===== config.mk =====
export PLATFORM = sky130hd
export DESIGN_NAME = grid_lattice_path_count_top
export DESIGN_NICKNAME = d
export VERILOG_FILES = /design/src/rtl/core/glpc_pkg.sv /design/src/rtl/core/glpc_dp.sv /design/src/rtl/core/glpc_ctrl.sv /design/src/rtl/core/grid_lattice_path_count_top.sv
export VERILOG_INCLUDE_DIRS = /design/src /design/src/rtl/core
export SDC_FILE = /design/constraint.sdc
export NUM_CORES = 1
export LEC_CHECK = 0
export BUFFER_PORTS_ARGS = -buffer_cell sky130_fd_sc_hd__clkbuf_2
export CAP_MARGIN = 20
export CELL_PAD_IN_SITES_DETAIL_PLACEMENT = 1
export CELL_PAD_IN_SITES_GLOBAL_PLACEMENT = 1
export CORE_MARGIN = 2
export CORE_UTILIZATION = 55
export DETAILED_ROUTE_END_ITERATION = 6
export GPL_TIMING_DRIVEN = 0
export PLACE_DENSITY_LB_ADDON = 0.1
export REMOVE_ABC_BUFFERS = 1
export SYNTH_ARGS = -nofsm -noshare
export SYNTH_HDL_FRONTEND = slang
export SYNTH_SLANG_ARGS = --single-unit

===== constraint.sdc =====
create_clock -name clk -period 13.4 [get_ports clk]
set_input_delay 2.68 -clock clk [delete_from_list [all_inputs] [get_ports clk]]
set_output_delay 2.68 -clock clk [all_outputs]
set_load 0.005 [all_outputs]

===== src/rtl/core/grid_lattice_path_count_top_assert.svh =====
// Assertion macros shared by the lattice path counter RTL.
// Each macro expects clk and arst_n in scope where it is used.
`ifndef GRID_LATTICE_PATH_COUNT_TOP_ASSERT_SVH
`define GRID_LATTICE_PATH_COUNT_TOP_ASSERT_SVH

// same-cycle implication
`define GLPC_ASSERT_SAME(lbl, ante, cons, msg) \
	lbl: assert property (@(posedge clk) disable iff (!arst_n) (ante) |-> (cons)) \
		else $error(msg);

// next-cycle implication
`define GLPC_ASSERT_NEXT(lbl, ante, cons, msg) \
	lbl: assert property (@(posedge clk) disable iff (!arst_n) (ante) |=> (cons)) \
		else $error(msg);

`endif


===== src/rtl/core/glpc_pkg.sv =====
// Shared widths, constants and controller/datapath interface types
// for the lattice path counter. No dependencies.
package glpc_pkg;

	localparam int DIM_W  = 11;             // rows/cols port width
	localparam int IDX_W  = 10;             // base, steps, step index
	localparam int ACC_W  = 31;             // running count
	localparam int FAC_W  = IDX_W + 1;      // base + i
	localparam int PROD_W = ACC_W + FAC_W;  // acc * (base + i)
	localparam int CNT_W  = $clog2(PROD_W);

	localparam logic [DIM_W-1:0] MAX_DIM     = 11'd1024;
	localparam logic [ACC_W-1:0] COUNT_LIMIT = 31'h7FFF_FFFF;

	typedef struct packed {
		logic load;      // capture a new item
		logic mul;       // form acc * (base + i)
		logic div_step;  // one restoring division bit
		logic chk;       // take quotient, test limit, advance i
	} ctrl_cmd_t;

	typedef struct packed {
		logic trivial;   // zero-size grid or single column
		logic div_last;  // final division bit this cycle
		logic ovf_now;   // quotient above count limit
		logic last_step; // i equals steps
	} dp_status_t;

endpackage


===== src/rtl/core/glpc_dp.sv =====
// Datapath of the lattice path counter: input clamp, 31x11 multiplier,
// bit-serial exact divider by the step index. Uses glpc_pkg.
module glpc_dp (
	input  logic                              clk,
	input  logic                              arst_n,
	input  glpc_pkg::ctrl_cmd_t               cmd,
	input  logic [glpc_pkg::DIM_W-1:0]        rows,
	input  logic [glpc_pkg::DIM_W-1:0]        cols,
	output glpc_pkg::dp_status_t              status,
	output logic [glpc_pkg::ACC_W-1:0]        path_count,
	output logic                              overflow
);

	logic [glpc_pkg::DIM_W-1:0]  rows_c, cols_c;
	logic [glpc_pkg::DIM_W-1:0]  base_w, steps_w;
	logic [glpc_pkg::IDX_W-1:0]  base_q, steps_q, i_q;
	logic [glpc_pkg::ACC_W-1:0]  acc_q;
	logic                        zero_q, ovf_q;
	logic [glpc_pkg::FAC_W-1:0]  factor;
	logic [glpc_pkg::PROD_W-1:0] quo_q;
	logic [glpc_pkg::IDX_W-1:0]  rem_q;
	logic [glpc_pkg::CNT_W-1:0]  cnt_q;
	logic [glpc_pkg::IDX_W:0]    trial, divisor;
	logic                        ge;

	assign rows_c  = (rows > glpc_pkg::MAX_DIM) ? glpc_pkg::MAX_DIM : rows;
	assign cols_c  = (cols > glpc_pkg::MAX_DIM) ? glpc_pkg::MAX_DIM : cols;
	assign base_w  = rows_c - glpc_pkg::DIM_W'(1);
	assign steps_w = cols_c - glpc_pkg::DIM_W'(1);

	assign factor  = {1'b0, base_q} + {1'b0, i_q};
	assign divisor = {1'b0, i_q};
	assign trial   = {rem_q, quo_q[glpc_pkg::PROD_W-1]};
	assign ge      = (trial >= divisor);

	always_ff @(posedge clk or negedge arst_n) begin
		if (!arst_n) begin
			zero_q <= 1'b0;
			ovf_q  <= 1'b0;
			cnt_q  <= '0;
		end else begin
			if (cmd.load) begin
				zero_q <= (rows == '0) || (cols == '0);
				ovf_q  <= 1'b0;
			end
			if (cmd.mul)
				cnt_q <= '0;
			else if (cmd.div_step)
				cnt_q <= cnt_q + glpc_pkg::CNT_W'(1);
			if (cmd.chk && status.ovf_now)
				ovf_q <= 1'b1;
		end
	end

	always_ff @(posedge clk) begin
		if (cmd.load) begin
			base_q  <= base_w[glpc_pkg::IDX_W-1:0];
			steps_q <= steps_w[glpc_pkg::IDX_W-1:0];
			i_q     <= glpc_pkg::IDX_W'(1);
			acc_q   <= glpc_pkg::ACC_W'(1);
		end
		if (cmd.mul) begin
			quo_q <= glpc_pkg::PROD_W'(acc_q) * glpc_pkg::PROD_W'(factor);
			rem_q <= '0;
		end
		if (cmd.div_step) begin
			// restoring division, quotient bits shift in where dividend bits leave
			quo_q <= {quo_q[glpc_pkg::PROD_W-2:0], ge};
			rem_q <= ge ? glpc_pkg::IDX_W'(trial - divisor) : trial[glpc_pkg::IDX_W-1:0];
		end
		if (cmd.chk && !status.ovf_now) begin
			acc_q <= quo_q[glpc_pkg::ACC_W-1:0];
			i_q   <= i_q + glpc_pkg::IDX_W'(1);
		end
	end

	assign status.trivial   = zero_q || (steps_q == '0);
	assign status.div_last  = (cnt_q == glpc_pkg::CNT_W'(glpc_pkg::PROD_W - 1));
	assign status.ovf_now   = (quo_q > glpc_pkg::PROD_W'(glpc_pkg::COUNT_LIMIT));
	assign status.last_step = (i_q == steps_q);

	assign path_count = zero_q ? '0 : (ovf_q ? glpc_pkg::COUNT_LIMIT : acc_q);
	assign overflow   = ovf_q && !zero_q;

endmodule


===== src/rtl/core/glpc_ctrl.sv =====
// Controller of the lattice path counter: sequences load, multiply,
// divide and check steps, then hands off to the output stage. Uses glpc_pkg.
module glpc_ctrl (
	input  logic                 clk,
	input  logic                 arst_n,
	input  logic                 in_valid,
	output logic                 in_ready,
	input  logic                 out_free,
	output logic                 out_load,
	input  glpc_pkg::dp_status_t status,
	output glpc_pkg::ctrl_cmd_t  cmd
);

	typedef enum logic [5:0] {
		ST_IDLE  = 6'b000001,
		ST_START = 6'b000010,
		ST_MUL   = 6'b000100,
		ST_DIV   = 6'b001000,
		ST_CHK   = 6'b010000,
		ST_FIN   = 6'b100000
	} state_t;

	state_t state_q, state_d;

	always_comb begin
		state_d      = state_q;
		cmd          = '0;
		in_ready     = 1'b0;
		out_load     = 1'b0;
		unique case (state_q)
			ST_IDLE: begin
				in_ready = 1'b1;
				if (in_valid) begin
					cmd.load = 1'b1;
					state_d  = ST_START;
				end
			end
			ST_START: begin
				state_d = status.trivial ? ST_FIN : ST_MUL;
			end
			ST_MUL: begin
				cmd.mul = 1'b1;
				state_d = ST_DIV;
			end
			ST_DIV: begin
				cmd.div_step = 1'b1;
				if (status.div_last)
					state_d = ST_CHK;
			end
			ST_CHK: begin
				cmd.chk = 1'b1;
				state_d = (status.ovf_now || status.last_step) ? ST_FIN : ST_MUL;
			end
			ST_FIN: begin
				if (out_free) begin
					out_load = 1'b1;
					state_d  = ST_IDLE;
				end
			end
			default: state_d = ST_IDLE;
		endcase
	end

	always_ff @(posedge clk or negedge arst_n) begin
		if (!arst_n)
			state_q <= ST_IDLE;
		else
			state_q <= state_d;
	end

endmodule


===== src/rtl/core/grid_lattice_path_count_top.sv =====
// Lattice path counter, top level: stream ports, output register,
// controller and datapath. Uses glpc_pkg, glpc_ctrl, glpc_dp and the assert header.
//
// Usage:
//   Input channel s_*: one transaction carries a grid's rows and cols. Values
//   above 1024 count as 1024; a zero in either gives count 0.
//   Output channel m_*: one transaction per input with the number of
//   monotone corner-to-corner paths, C(rows+cols-2, cols-1), saturated at
//   2147483647 with overflow set in m_tuser.
//   Work: a zero-size grid or one column goes straight to the result;
//   otherwise k product steps are done (k <= cols-1, fewer when the count
//   saturates early). Each step is one multiply, a pass of the bit-serial
//   divider and one check; the divider dominates. One item is worked on at a time.
//   The next input is taken as soon as the result moves to the output
//   register, so a stalled receiver only holds the block once a second
//   result is finished.
//   Reset: arst_n clears the controller and the output valid; no result is
//   pending afterwards.
`include "grid_lattice_path_count_top_assert.svh"

module grid_lattice_path_count_top (
	input  logic        clk,
	input  logic        arst_n,
	input  logic        s_tvalid,
	output logic        s_tready,
	input  logic [23:0] s_tdata,   // [10:0] rows, [21:11] cols, [23:22] zero
	output logic        m_tvalid,
	input  logic        m_tready,
	output logic [31:0] m_tdata,   // [30:0] path_count, [31] zero
	output logic        m_tuser    // [0] overflow
);

	glpc_pkg::ctrl_cmd_t          cmd;
	glpc_pkg::dp_status_t         status;
	logic                         out_free, out_load;
	logic [glpc_pkg::ACC_W-1:0]   dp_count;
	logic                         dp_ovf;
	logic                         m_tvalid_q;
	logic [glpc_pkg::ACC_W-1:0]   count_q;
	logic                         ovf_q;

	assign out_free = !m_tvalid_q || m_tready;

	glpc_ctrl u_ctrl (
		.clk      (clk),
		.arst_n   (arst_n),
		.in_valid (s_tvalid),
		.in_ready (s_tready),
		.out_free (out_free),
		.out_load (out_load),
		.status   (status),
		.cmd      (cmd)
	);

	glpc_dp u_dp (
		.clk        (clk),
		.arst_n     (arst_n),
		.cmd        (cmd),
		.rows       (s_tdata[10:0]),
		.cols       (s_tdata[21:11]),
		.status     (status),
		.path_count (dp_count),
		.overflow   (dp_ovf)
	);

	always_ff @(posedge clk or negedge arst_n) begin
		if (!arst_n)
			m_tvalid_q <= 1'b0;
		else if (out_load)
			m_tvalid_q <= 1'b1;
		else if (m_tready)
			m_tvalid_q <= 1'b0;
	end

	always_ff @(posedge clk) begin
		if (out_load) begin
			count_q <= dp_count;
			ovf_q   <= dp_ovf;
		end
	end

	assign m_tvalid = m_tvalid_q;
	assign m_tdata  = {1'b0, count_q};
	assign m_tuser  = ovf_q;

	`GLPC_ASSERT_SAME(a_ovf_sat, m_tvalid_q && ovf_q, count_q == glpc_pkg::COUNT_LIMIT,
		"overflow flagged without saturated count")
	`GLPC_ASSERT_SAME(a_load_free, out_load, !m_tvalid_q || m_tready,
		"output register overwritten while a result waits")
	`GLPC_ASSERT_NEXT(a_busy_after_in, s_tvalid && s_tready, !s_tready,
		"second input taken while an item is in work")

endmodule

== Yosys cells after proc, flatten, opt, wreduce, memory -nomap -nowiden ==
Index checks and enable logic that the tools add are counted.

* Input port bits: 28
* Output and inout bits: 35
* Bits in registers: 160
* Word-level logic and storage cells: 85

* Mux-type cells: 32
* Order comparisons: 4
* $add $sub $neg: 6
* Equality and inequality tests: 11
* Multipliers: 1
* Reduce and logical (&&, ||, !) cells: 18

{| class="wikitable"
|+ Operators by type and width
! kind !! count
|-
| 31-bit 2-to-1 mux || 3
|-
| 42-bit 2-to-1 mux || 2
|-
| 10-bit 2-to-1 mux || 7
|-
| 42-bit by 31-bit > comparator with 1-bit output, second input constant || 1
|-
| 31-bit by 11-bit multiplier with 42-bit output || 1
|-
| 6-bit 2-to-1 mux || 7
|-
| 6-bit one-hot mux with 6 select lines || 1
|-
| 11-bit > comparator, second input constant || 2
|-
| 11-bit zero test || 2
|-
| 10-bit by 1-bit subtractor with 10-bit output, second input constant || 2
|-
| 6-bit equality test, second input constant || 2
|-
| 1-bit 2-to-1 mux || 12
|-
| 10-bit by 10-bit adder with 11-bit output || 1
|-
| 11-bit by 10-bit greater-or-equal comparator with 1-bit output || 1
|-
| 10-bit by 1-bit adder with 10-bit output, second input constant || 1
|-
| 10-bit equality test || 1
|-
| 10-bit zero test || 1
|-
| 10-bit subtractor || 1
|-
| 2-bit nonzero test || 4
|-
| 6-bit by 1-bit adder with 6-bit output, second input constant || 1
|-
| 6-bit by 1-bit equality test with 1-bit output, second input constant || 1
|-
| 6-bit by 2-bit equality test with 1-bit output, second input constant || 1
|-
| 6-bit by 3-bit equality test with 1-bit output, second input constant || 1
|-
| 6-bit by 4-bit equality test with 1-bit output, second input constant || 1
|-
| other kinds (6) || 15
|}

== Logic depth before layout (Yosys ltp) ==
Gate-level depths: netlist of the first run.

* Word-level depth: 5
* Gate-level depth with buffers: 32
* Gate-level depth less buffers: 30

== Hierarchy ==
From an unflattened synthesis of the first run, not the netlist that was laid out.

* Cells, all modules: 1,970
* Area total of the unflattened synthesis: 18,686.7 µm²

{| class="wikitable"
|+ Modules (own cells, without submodules)
! module !! cells an instance !! area each (µm²) !! seq. area each (µm²) !! times used
|-
| glpc_dp || 1,893 || 17,292.8 || 3,593.4 || 1
|-
| grid_lattice_path_count_top || 37 || 1,019.7 || 985.9 || 1
|-
| glpc_ctrl || 40 || 374.1 || 151.4 || 1
|}

== Worst setup path before layout of the first run ==
No wires, ideal clock.

* Path kind: flip-flop to flip-flop
* Start point: reg u_dp.i_q[0] (netlist bit)
* End point: reg u_dp.quo_q[39] (netlist bit), data pin
* Setup time: 266 ps
* Path buffers: 1
* Data required time: 13,134 ps
* Cell stages (with the launch flop): 30
* Arrival: 6,851 ps
* Clock period less this slack: 7,117 ps
* Path slack: 6,283 ps
* Cell sequence: edfxtp_1 -> ha_1 -> inv_1 -> fa_1 -> nor2b_1 -> o21ai_1 -> a21boi_1 -> o21ai_1 -> a21boi_1 -> o21a_1 -> o211ai_1 -> clkbuf_1 -> a21boi_0 -> fa_1 -> fa_1 -> inv_1 -> fa_1 -> inv_1 -> fa_1 -> inv_1 -> fa_1 -> inv_1 -> ha_1 -> and2_1 -> nand3_1 -> a2111oi_4 -> o2111ai_2 -> o41ai_2 -> xnor2_1 -> o21ai_1

* Longest elaborated chain between the ends: 4

{| class="wikitable"
|+ Ends and longest elaborated chain
! item !! RTL line !! source
|-
| from (decl) || glpc_dp.sv:16 || <nowiki>logic [glpc_pkg::IDX_W-1:0] base_q, steps_q, i_q;</nowiki>
|-
| from (signal assigned) || glpc_dp.sv:59 || <nowiki>i_q <= glpc_pkg::IDX_W'(1);</nowiki>
|-
| from (signal assigned) || glpc_dp.sv:73 || <nowiki>i_q <= i_q + glpc_pkg::IDX_W'(1);</nowiki>
|-
| 10-bit by 10-bit adder with 11-bit output || glpc_dp.sv:31 || <nowiki>assign factor = {1'b0, base_q} + {1'b0, i_q};</nowiki>
|-
| 31-bit by 11-bit multiplier with 42-bit output || glpc_dp.sv:63 || <nowiki>quo_q <= glpc_pkg::PROD_W'(acc_q) * glpc_pkg::PROD_W'(factor);</nowiki>
|-
| 42-bit 2-to-1 mux || glpc_dp.sv:62 || <nowiki>if (cmd.mul) begin</nowiki>
|-
| 42-bit 2-to-1 mux || glpc_dp.sv:66 || <nowiki>if (cmd.div_step) begin</nowiki>
|-
| to (signal assigned) || glpc_dp.sv:63 ||
|-
| to (signal assigned) || glpc_dp.sv:68 || <nowiki>quo_q <= {quo_q[glpc_pkg::PROD_W-2:0], ge};</nowiki>
|-
| to (decl) || glpc_dp.sv:20 || <nowiki>logic [glpc_pkg::PROD_W-1:0] quo_q;</nowiki>
|}

No other way between the ends. The select of a mux whose other input is x is not followed.
A chain may end at the register's enable or synchronous reset.

== Worst setup path in the final report of the first run ==
* Start point: reg u_dp.i_q[1] (netlist bit)
* End point: reg u_dp.quo_q[39] (netlist bit), data pin

The elaborated chain is that of the path after synthesis.

==> run metrics, run 1 <==
GRT Residual Overflow 0; Net count, final about 2400; gpl congestion 0.8717; Synth area leader fa_1; unrepaired setup endpoints after global routing false; number of buffers inserted by port buffering 59; CP max stage delay 630 ps; setup bufs post-CTS 0; Total Wirelength 51850 microns; n_diodes 0; CTS sink count between 150 and 200; via/cell ratio 5.811; CP most frequent cell fa_1; Worst Path Arrival around 9200 ps; Crit Path Class flop to flop; CTS tree yes; post-synthesis sequential area ratio 0.2526; Final ANT Viol Nets 0; Syn-to-layout area delta 8.880%; Final Max Tran Viols 0; worst skew pair latency 460 ps; fmax 111.5 MHz; async set-reset flop share out of synthesis 0.09375; clock root cell clkbuf_16; post-synthesis cell area around 19000 sq um; GRT Overall Usage 0.3103; Post-Syn Instances just under 2000; top cells by area, synth fa_1 28%, edfxtp_1 23%, ha_1 7.0%; top-area cell type share of the netlist area 0.2801; fin crit share 0.6693; register area 4731 sq um; Final Skew 15.65 ps; Wirelength per Cell 21.25 microns; post-synthesis cell type count 66; outcome complete, no violations; Die X around 190 microns; hpwl dp 40300 microns; antenna violations before repair 1; Iteration-0 DRC Markers 789; worst-path fanout max 11; CTS buffer count 17; drt drc 0; CP required 13610 ps; Worst setup SP type flop; global-route wire length before repair approximately 86000 microns; clock slew at reported path FFs 80 ps; H-Tree Level Count 4; dominant synthesized flop cell edfxtp_1; row count 67; setup TNS 0 ps; # fillers 3769; TritonRoute pass-1 iters 5; synth warn 0; Die Area 35540 sq um; most numerous cell in the Yosys netlist inv_1; IO Count 63; final setup fails 0; CP max-delay cell edfxtp_1; Hold Violations, Final 0; Worst Tran Pin Value 1004 ps; effective utilization at floorplan 0.5584; Period minus WS final 8968 ps; PostCTS Resize Cnt 0; share of cells above drive strength 1 0.07530; register bit total from synthesis 160; synth cell count leaders 284 x inv_1, 262 x fa_1, 252 x nand2_1, 154 x nor2_1, 145 x edfxtp_1; largest net degree at the start of global routing 34; area occupied by multi-input gates 12580 sq um; Post-synth EDFFs 145; vias in the first global route 16180; Worst setup EP type flop; via count 14180; CTS hold repair buffers 0; Bufs on Longest Clock Path 2; max cap viols 0; Hold Crit Class flop to flop; syn avg cell area 9.415 sq um; Die H 188.5 microns; CORE AREA around 34000 sq um; Slew HR 0.3134
-- routing by layer --
layer	routed length, microns	GRT usage	part of all wire
met1	21760	0.3987	0.42
met2	26770	0.5485	0.52
met3	2088	0.03986	0.040
met4	1234	0.09465	0.024
met5	0	0	0
-- kinds of logic (layout without fill, tap and decap cells) --
logic type,Yosys count,after routing,share of synthesized area
buffers and inverters,402,405,0.08138
XOR/XNOR,80,80,0.03742
AO/OA/AOI/OAI,259,259,0.09014
flip-flops,160,160,0.2526
other,1,1,0.0002003
multiplexers,14,14,0.007483
AND/OR/NAND/NOR,706,706,0.1805
adder cells (fa/ha/maj),367,367,0.3503
-- through the flow --
| stage | instances | setup WS [ps] | area, sq um | util | hold WS (ps) |
|---|---|---|---|---|---|
| 2_1_floorplan | 1871 | 5427 | 18270 | - | 500.7 |
| 3_3_place_gp | 2378 | 2306 | 19120 | 0.5703 | 513.8 |
| 3_5_place_dp | 2408 | 4541 | 19790 | 0.5903 | 543.4 |
| 4_1_cts | 2440 | 4457 | 20390 | 0.6080 | 560.2 |
| 5_1_grt | 2440 | 3934 | 20390 | 0.6080 | 579.2 |
| 6_report | 2440 | 4432 | 20390 | 0.6080 | 558.6 |
-- cell type report --
type | count | share of cell area
Multi-Input combinational cell | 1427 | 0.6171
Sequential cell | 160 | 0.2320
Inverter | 284 | 0.05229
Timing Repair Buffer | 89 | 0.04185
Tap cell | 448 | 0.02749
Clock buffer | 18 | 0.02105
Clock inverter | 14 | 0.008162
-- worst max-delay path, delay by kind of cell (launching register included) --
family	cells	cell delay, ps
buf+inv	8	1040
fa+ha+maj	7	3580
flops	1	630
xor+xnor	1	210
compound gates	11	2640
simple gates	3	580
-- path summary, 6_finish.rpt --
path	startpoint	endpoint	slack, ps	depth (start not counted)
min	u_dp.quo_q[9]	u_dp.acc_q[9]	560	1
max	u_dp.i_q[1]	u_dp.quo_q[39]	4430	30
max in group asynchronous	arst_n	u_ctrl.state_q[0]	10900	1
min reg2reg	u_dp.quo_q[9]	u_dp.acc_q[9]	560	1
max reg2reg	u_dp.i_q[1]	u_dp.quo_q[39]	4430	30
min in group asynchronous	arst_n	u_ctrl.state_q[4]	2160	1
-- state kept, by name (all words and copies together) (netlist names), 6 cells and up --
signal / cells
u_dp.steps_q: 10
u_dp.quo_q: 42
u_dp.cnt_q: 6
count_q: 31
u_dp.base_q: 10
u_dp.acc_q: 31
u_ctrl.state_q: 6
u_dp.rem_q: 10
u_dp.i_q: 10
-- layout by cell type (no fill, tap or decap), drive strengths merged, types with 3 or more instances in the layout --
cell | synthesis | routed
edfxtp | 145 | 145
nand3 | 26 | 26
nor4 | 10 | 10
or3 | 4 | 4
mux2i | 14 | 14
o22ai | 5 | 5
o31ai | 4 | 4
fa | 262 | 262
clkbuf | 107 | 77
xnor2 | 49 | 49
o221ai | 4 | 4
o21bai | 11 | 11
a21o | 29 | 29
and3 | 28 | 28
o21a | 4 | 4
inv | 284 | 291
xor2 | 31 | 31
nor2b | 21 | 21
nand4 | 25 | 25
o311ai | 3 | 3
and2 | 121 | 121
nand4b | 3 | 3
ha | 105 | 105
a21bo | 8 | 8
a21boi | 30 | 30
buf | 11 | 30
nand3b | 3 | 3
a31oi | 8 | 8
a21oi | 94 | 94
o21ai | 40 | 40
clkinv | 0 | 4
nor2 | 154 | 154
a2111oi | 3 | 3
nand2b | 30 | 30
nor3 | 18 | 18
dfrtp | 14 | 14
nand2 | 253 | 253
Power of run 1 is not shown: default switching activity piles up to over one toggle a cycle in this logic, so the estimate is an artifact.
==> inputs of run 2 (changes only) <==
Settings changed: CORE_UTILIZATION 55 to 51.
Clock period 13.4 ns to 8.3 ns, I/O delays scaled along.
==> run 2 against run 1 <==
Against the previous run:
- maximum frequency up 12%
- global-route usage decreased by 2.9 points
- register-to-register slack got worse by 4100 ps
- utilization shrank 4.2 points
- non-clock buffer count grew 11
- clock skew increased by 1.5 ps
- first-iteration DRC count decreased by 17%
- wire length fell by 2.1%
- critical path depth is the same
- hold slack got worse by 12 ps
- setup slack lost 4100 ps
- clock-buffer cell count fell by 1
==> run metrics, run 2 (same netlist as run 1, synthesis figures left out) <==
final setup fails 0 (unchanged); GRT Residual Overflow 0 (unchanged); Worst setup EP type flop; leading cell type in the layout, fill and taps excluded inv_1; Worst Path Arrival 8180 ps (-1000 ps); CTS buffer count 17 (unchanged); worst skew pair latency 460 ps (about the same); global-route wire length before repair 83720 microns (-2.8%); Hold Crit Class flop to flop; fin cells 2472 (+1.3%); IO Count 63 (unchanged); Hold Violations, Final 0 (unchanged); clock root cell clkbuf_16; CTS tree yes; effective utilization at floorplan 0.5152 (-0.04325); via count 14080 (-0.70%); Final Skew 17.18 ps (+1.534 ps); Bufs on Longest Clock Path 2 (unchanged); Worst Tran Pin Value 840.8 ps (-163.1 ps); H-Tree Level Count 4 (unchanged); CP max stage delay 550 ps (-80 ps); Wirelength per Cell 20.54 microns (-3.4%); worst-path fanout max 24 (+13); outcome complete, no violations; row count 70 (+4.5%); Die Area 38270 sq um (+7.7%); Final ANT Viol Nets 0 (unchanged); Period minus WS final 8006 ps (-962.5 ps); fin area 20590 sq um (+0.98%); CTS hold repair buffers 0 (unchanged); clock slew at reported path FFs 70 ps (about the same); fin crit share 0.9645 (+0.2953); Final Max Tran Viols 0 (unchanged); Slew HR 0.4388 (+0.1254); CTS sink count 160 (unchanged); Net count, final 2385 (+0.46%); biggest regs u_dp.quo_q: 42 flops, count_q: 31 flops, u_dp.acc_q: 31 flops; Die X 195.6 microns (+3.8%); unrepaired setup endpoints after global routing false; Syn-to-layout area delta 9.949%; max cap viols 0 (unchanged); gpl congestion 0.8386 (-3.8%); via/cell ratio 5.695 (-2.0%); max reg flops 42 (unchanged); Worst setup SP type flop; largest net degree at the start of global routing 37 (+8.8%); Total Wirelength 50770 microns (-2.1%); vias in the first global route 15610 (-3.5%); TritonRoute pass-1 iters 4 (-1); Iteration-0 DRC Markers 658 (-17%); Die H 195.6 microns (+3.8%); share of cells above drive strength 1 0.09536 (+0.02006); hpwl dp 39970 microns (-0.82%); CP required 8480 ps (-5130 ps); antenna violations before repair 0 (-1); placed inst area 19780 sq um (about the same); Biggest register u_dp.quo_q; CP max-delay cell fa_1; final core occ 0.5664 (-0.04158); drt drc 0 (unchanged); number of buffers inserted by port buffering 59 (unchanged); Inst Count DP 2427 (+0.79%); # fillers 4073 (+8.1%); commonest non-fill, non-tap cells in the layout 284 x inv_1, 261 x fa_1, 250 x nand2_1; CORE AREA 36350 sq um (+8.4%); fmax 124.9 MHz (+12%); Crit Path Class flop to flop; GRT Overall Usage 0.2811 (-0.02916)
==> run 2: changes by cell type in the layout (fill, tap and decap cells not counted), moves of 3 or more <==
cell	delta
buf_4	+12
ha_1	-6
ha_2	+6
a21oi_1	-5
a21oi_2	+5
a21boi_0	-4
o21ai_1	-3
==> run 2: area by class of cell <==
class                           count  area (sq um)  area share
Multi-Input combinational cell   1427         12730      0.6181
Sequential cell                   160          4731      0.2298
Inverter                          284          1066     0.05178
Timing Repair Buffer              100         904.6     0.04394
Tap cell                          468         585.6     0.02844
Clock buffer                       17         425.4     0.02066
Clock inverter                     15         147.6    0.007171
Antenna cell                        1         2.502   0.0001215
==> run 2: stage by stage <==
| step | hold WS [ps] | setup WS (ps) | TNS [ps] |
|---|---|---|---|
| 3_5_place_dp | 537.3 | -609.6 | -7131 |
| 4_1_cts | 550.5 | 0.001776 | 0 |
| 6_report | 546.9 | 294.4 | 0 |
| 2_1_floorplan | 500.7 | 326.7 | 0 |
| 5_1_grt | 581.1 | 27.94 | 0 |
| 3_3_place_gp | 514.9 | -2423 | -63610 |
==> run 2: critical path, delay by kind of cell, from the launching register on <==
kind | cells | cell delay [ps]
compound gates | 9 | 1550
buf+inv | 6 | 510
flops | 1 | 450
xor+xnor | 1 | 270
simple gates | 6 | 1340
fa+ha+maj | 8 | 3600
==> run 2: metal layers <==
metal  global-route usage  wire length, microns
met1               0.3623                 21970
met2               0.4968                 26050
met3              0.03506                  1638
met4              0.08482                  1111
met5                    0                     0
==> run 2: path summary, 6_finish.rpt <==
path                               start                 to  slack (ps)  depth (start not counted)
max                          u_dp.i_q[0]     u_dp.quo_q[32]         290                         30
min                        u_dp.quo_q[1]      u_dp.quo_q[2]         550                          2
max reg2reg                  u_dp.i_q[0]     u_dp.quo_q[32]         290                         30
min reg2reg                u_dp.quo_q[1]      u_dp.quo_q[2]         550                          2
max in group asynchronous         arst_n  u_ctrl.state_q[0]        6860                          1
min in group asynchronous         arst_n         u_dp.ovf_q        1120                          1
==> run 2: timing repair <==
item	4_1_cts	5_1_grt
buffers inserted	8	5
gates resized for setup	15	23
cloned	0	0
pin swaps	6	9
hold endpoints to repair	0	0
setup endpoints to repair	23	16
Power of run 2 is left out for the same reason.
==> inputs of run 3 (changes only) <==
Settings changed: RECOVER_POWER set to 100.
==> run 3 against run 2 <==
Against the previous run:
- the flow now finishes with violations (max-capacitance violations, max-slew violations)
- hold slack better by 4.9 ps
- sequential share of layout area rose by 0.18 points
- register-to-register slack is essentially flat
- die area unchanged
- cell area fell by 0.77%
- first-iteration DRC count is 2.1% lower
- non-clock buffer count unchanged
- flip-flop and latch count stayed put
- setup slack lost 5.5 ps
- highest routed layer unchanged
==> run metrics, run 3 (same netlist as run 1, synthesis figures left out) <==
outcome complete, but fails checks; failing checks max-capacitance violations, max-slew violations; Final Max Tran Viols 99 (+99); largest net degree at the start of global routing 37 (unchanged); Bufs on Longest Clock Path 2 (unchanged); Final ANT Viol Nets 0 (unchanged); Final Skew 16.84 ps (-0.3396 ps); GRT Residual Overflow 0 (unchanged); max reg flops 42 (unchanged); Worst setup EP type flop; Worst Tran Pin Value 2159 ps (+1318 ps); CP required 8480 ps (about the same); vias in the first global route 15610 (unchanged); CP most frequent cell fa_1; Syn-to-layout area delta 9.101%; Iteration-0 DRC Markers 644 (-2.1%); GRT Overall Usage 0.2811 (unchanged); effective utilization at floorplan 0.5152 (unchanged); commonest non-fill, non-tap cells in the layout 284 x inv_1, 262 x fa_1, 252 x nand2_1; row count 70 (unchanged); max cap viols 3 (+3); Crit Path Class flop to flop; Hold Crit Class flop to flop; worst skew pair latency 460 ps (about the same); IO Count 63 (unchanged); antenna violations before repair 0 (unchanged); via count 14110 (+0.21%); biggest regs u_dp.quo_q: 42 flops, count_q: 31 flops, u_dp.acc_q: 31 flops; Worst setup SP type flop; Die H 195.6 microns (unchanged); clock slew at reported path FFs 70 ps (about the same); Biggest register u_dp.quo_q; Inst Count DP 2427 (unchanged); gpl congestion 0.8386 (unchanged); drt drc 0 (unchanged); H-Tree Level Count 4 (unchanged); CP max stage delay 550 ps (about the same); TritonRoute pass-1 iters 5 (+1); Wirelength per Cell 20.51 microns (-0.12%); CTS tree yes; Period minus WS final 8011 ps (+5.547 ps); setup TNS 0 ps (unchanged); global-route wire length before repair 83720 microns (unchanged); Hold Violations, Final 0 (unchanged); Net count, final 2385 (unchanged); Total Wirelength 50710 microns (-0.12%); Slew HR -0.4395 (-0.8784); final core occ 0.5621 (-0.004372); Die Area 38270 sq um (unchanged); via/cell ratio 5.707 (+0.21%); CORE AREA 36350 sq um (unchanged); PnR worst setup slack 288.8 ps (-5.547 ps); final setup fails 0 (unchanged); CTS hold repair buffers 0 (unchanged); number of buffers inserted by port buffering 59 (unchanged); clock root cell clkbuf_16; hpwl dp 39970 microns (unchanged); fin cells 2472 (unchanged); unrepaired setup endpoints after global routing false; Worst Path Arrival 8190 ps (about the same); dpl ws -609.6 ps (unchanged); leading cell type in the layout, fill and taps excluded inv_1; worst-path fanout max 24 (unchanged); CTS sink count 160 (unchanged); Die X 195.6 microns (unchanged); fmax 124.8 MHz (about the same); fin crit share 0.9652 (about the same); CP max-delay cell fa_1; share of cells above drive strength 1 0.07888 (-0.01648); CTS buffer count 17 (unchanged)
run 3: changes by cell type in the layout (fill, tap and decap cells not counted), sizes merged:
cell,previous run,this run
clkbuf,76,85
buf,41,32
run 3: critical path: cells and delay by family (launching register included):
family          cells  cell delay (ps)
compound gates      9             1560
xor+xnor            1              280
fa+ha+maj           8             3580
buf+inv             6              500
flops               1              450
simple gates        6             1360
run 3: what timing repair did:
item	4_1_cts	5_1_grt
setup endpoints to repair	23	16
resized for setup	15	23
pin swaps	6	9
setup buffers	8	5
run 3: worst paths after layout:
kind	start	to	slack, ps	cells after the start
worst min register to register	u_dp.quo_q[1]	u_dp.quo_q[2]	550	2
min in group asynchronous	arst_n	u_ctrl.state_q[3]	1300	1
worst max-delay path	u_dp.i_q[0]	u_dp.quo_q[32]	290	30
worst max register to register	u_dp.i_q[0]	u_dp.quo_q[32]	290	30
worst min-delay path	u_dp.quo_q[1]	u_dp.quo_q[2]	550	2
max in group asynchronous	arst_n	m_tvalid	6450	1
run 3: per-stage QoR:
stage / cell area [sq um] / hold WS, ps
after global placement: 19150 / 514.9
after CTS: 20450 / 550.5
final: 20430 / 551.8
after detailed placement: 19780 / 537.3
after global routing: 20430 / 583.3
after floorplan: 18270 / 500.7
run 3: layout make-up:
cell class / count / area, sq um
antenna: 1 / 2.502
inverter: 284 / 1066
tap: 468 / 585.6
timing repair buffer: 100 / 773.2
clock inverter: 15 / 147.6
sequential: 160 / 4731
multi-input combinational: 1427 / 12700
fill: 4097 / 15920
clock buffer: 17 / 425.4
run 3: per-layer routing:
| layer | share of wire | global-route usage | vias up |
|---|---|---|---|
| li1 | - | - | 6364 |
| met1 | 0.42 | 0.3623 | 7354 |
| met2 | 0.51 | 0.4968 | 314 |
| met3 | 0.040 | 0.03506 | 76 |
| met4 | 0.024 | 0.08482 | 0 |
| met5 | 0 | 0 | - |
Power of run 3 is left out for the same reason.
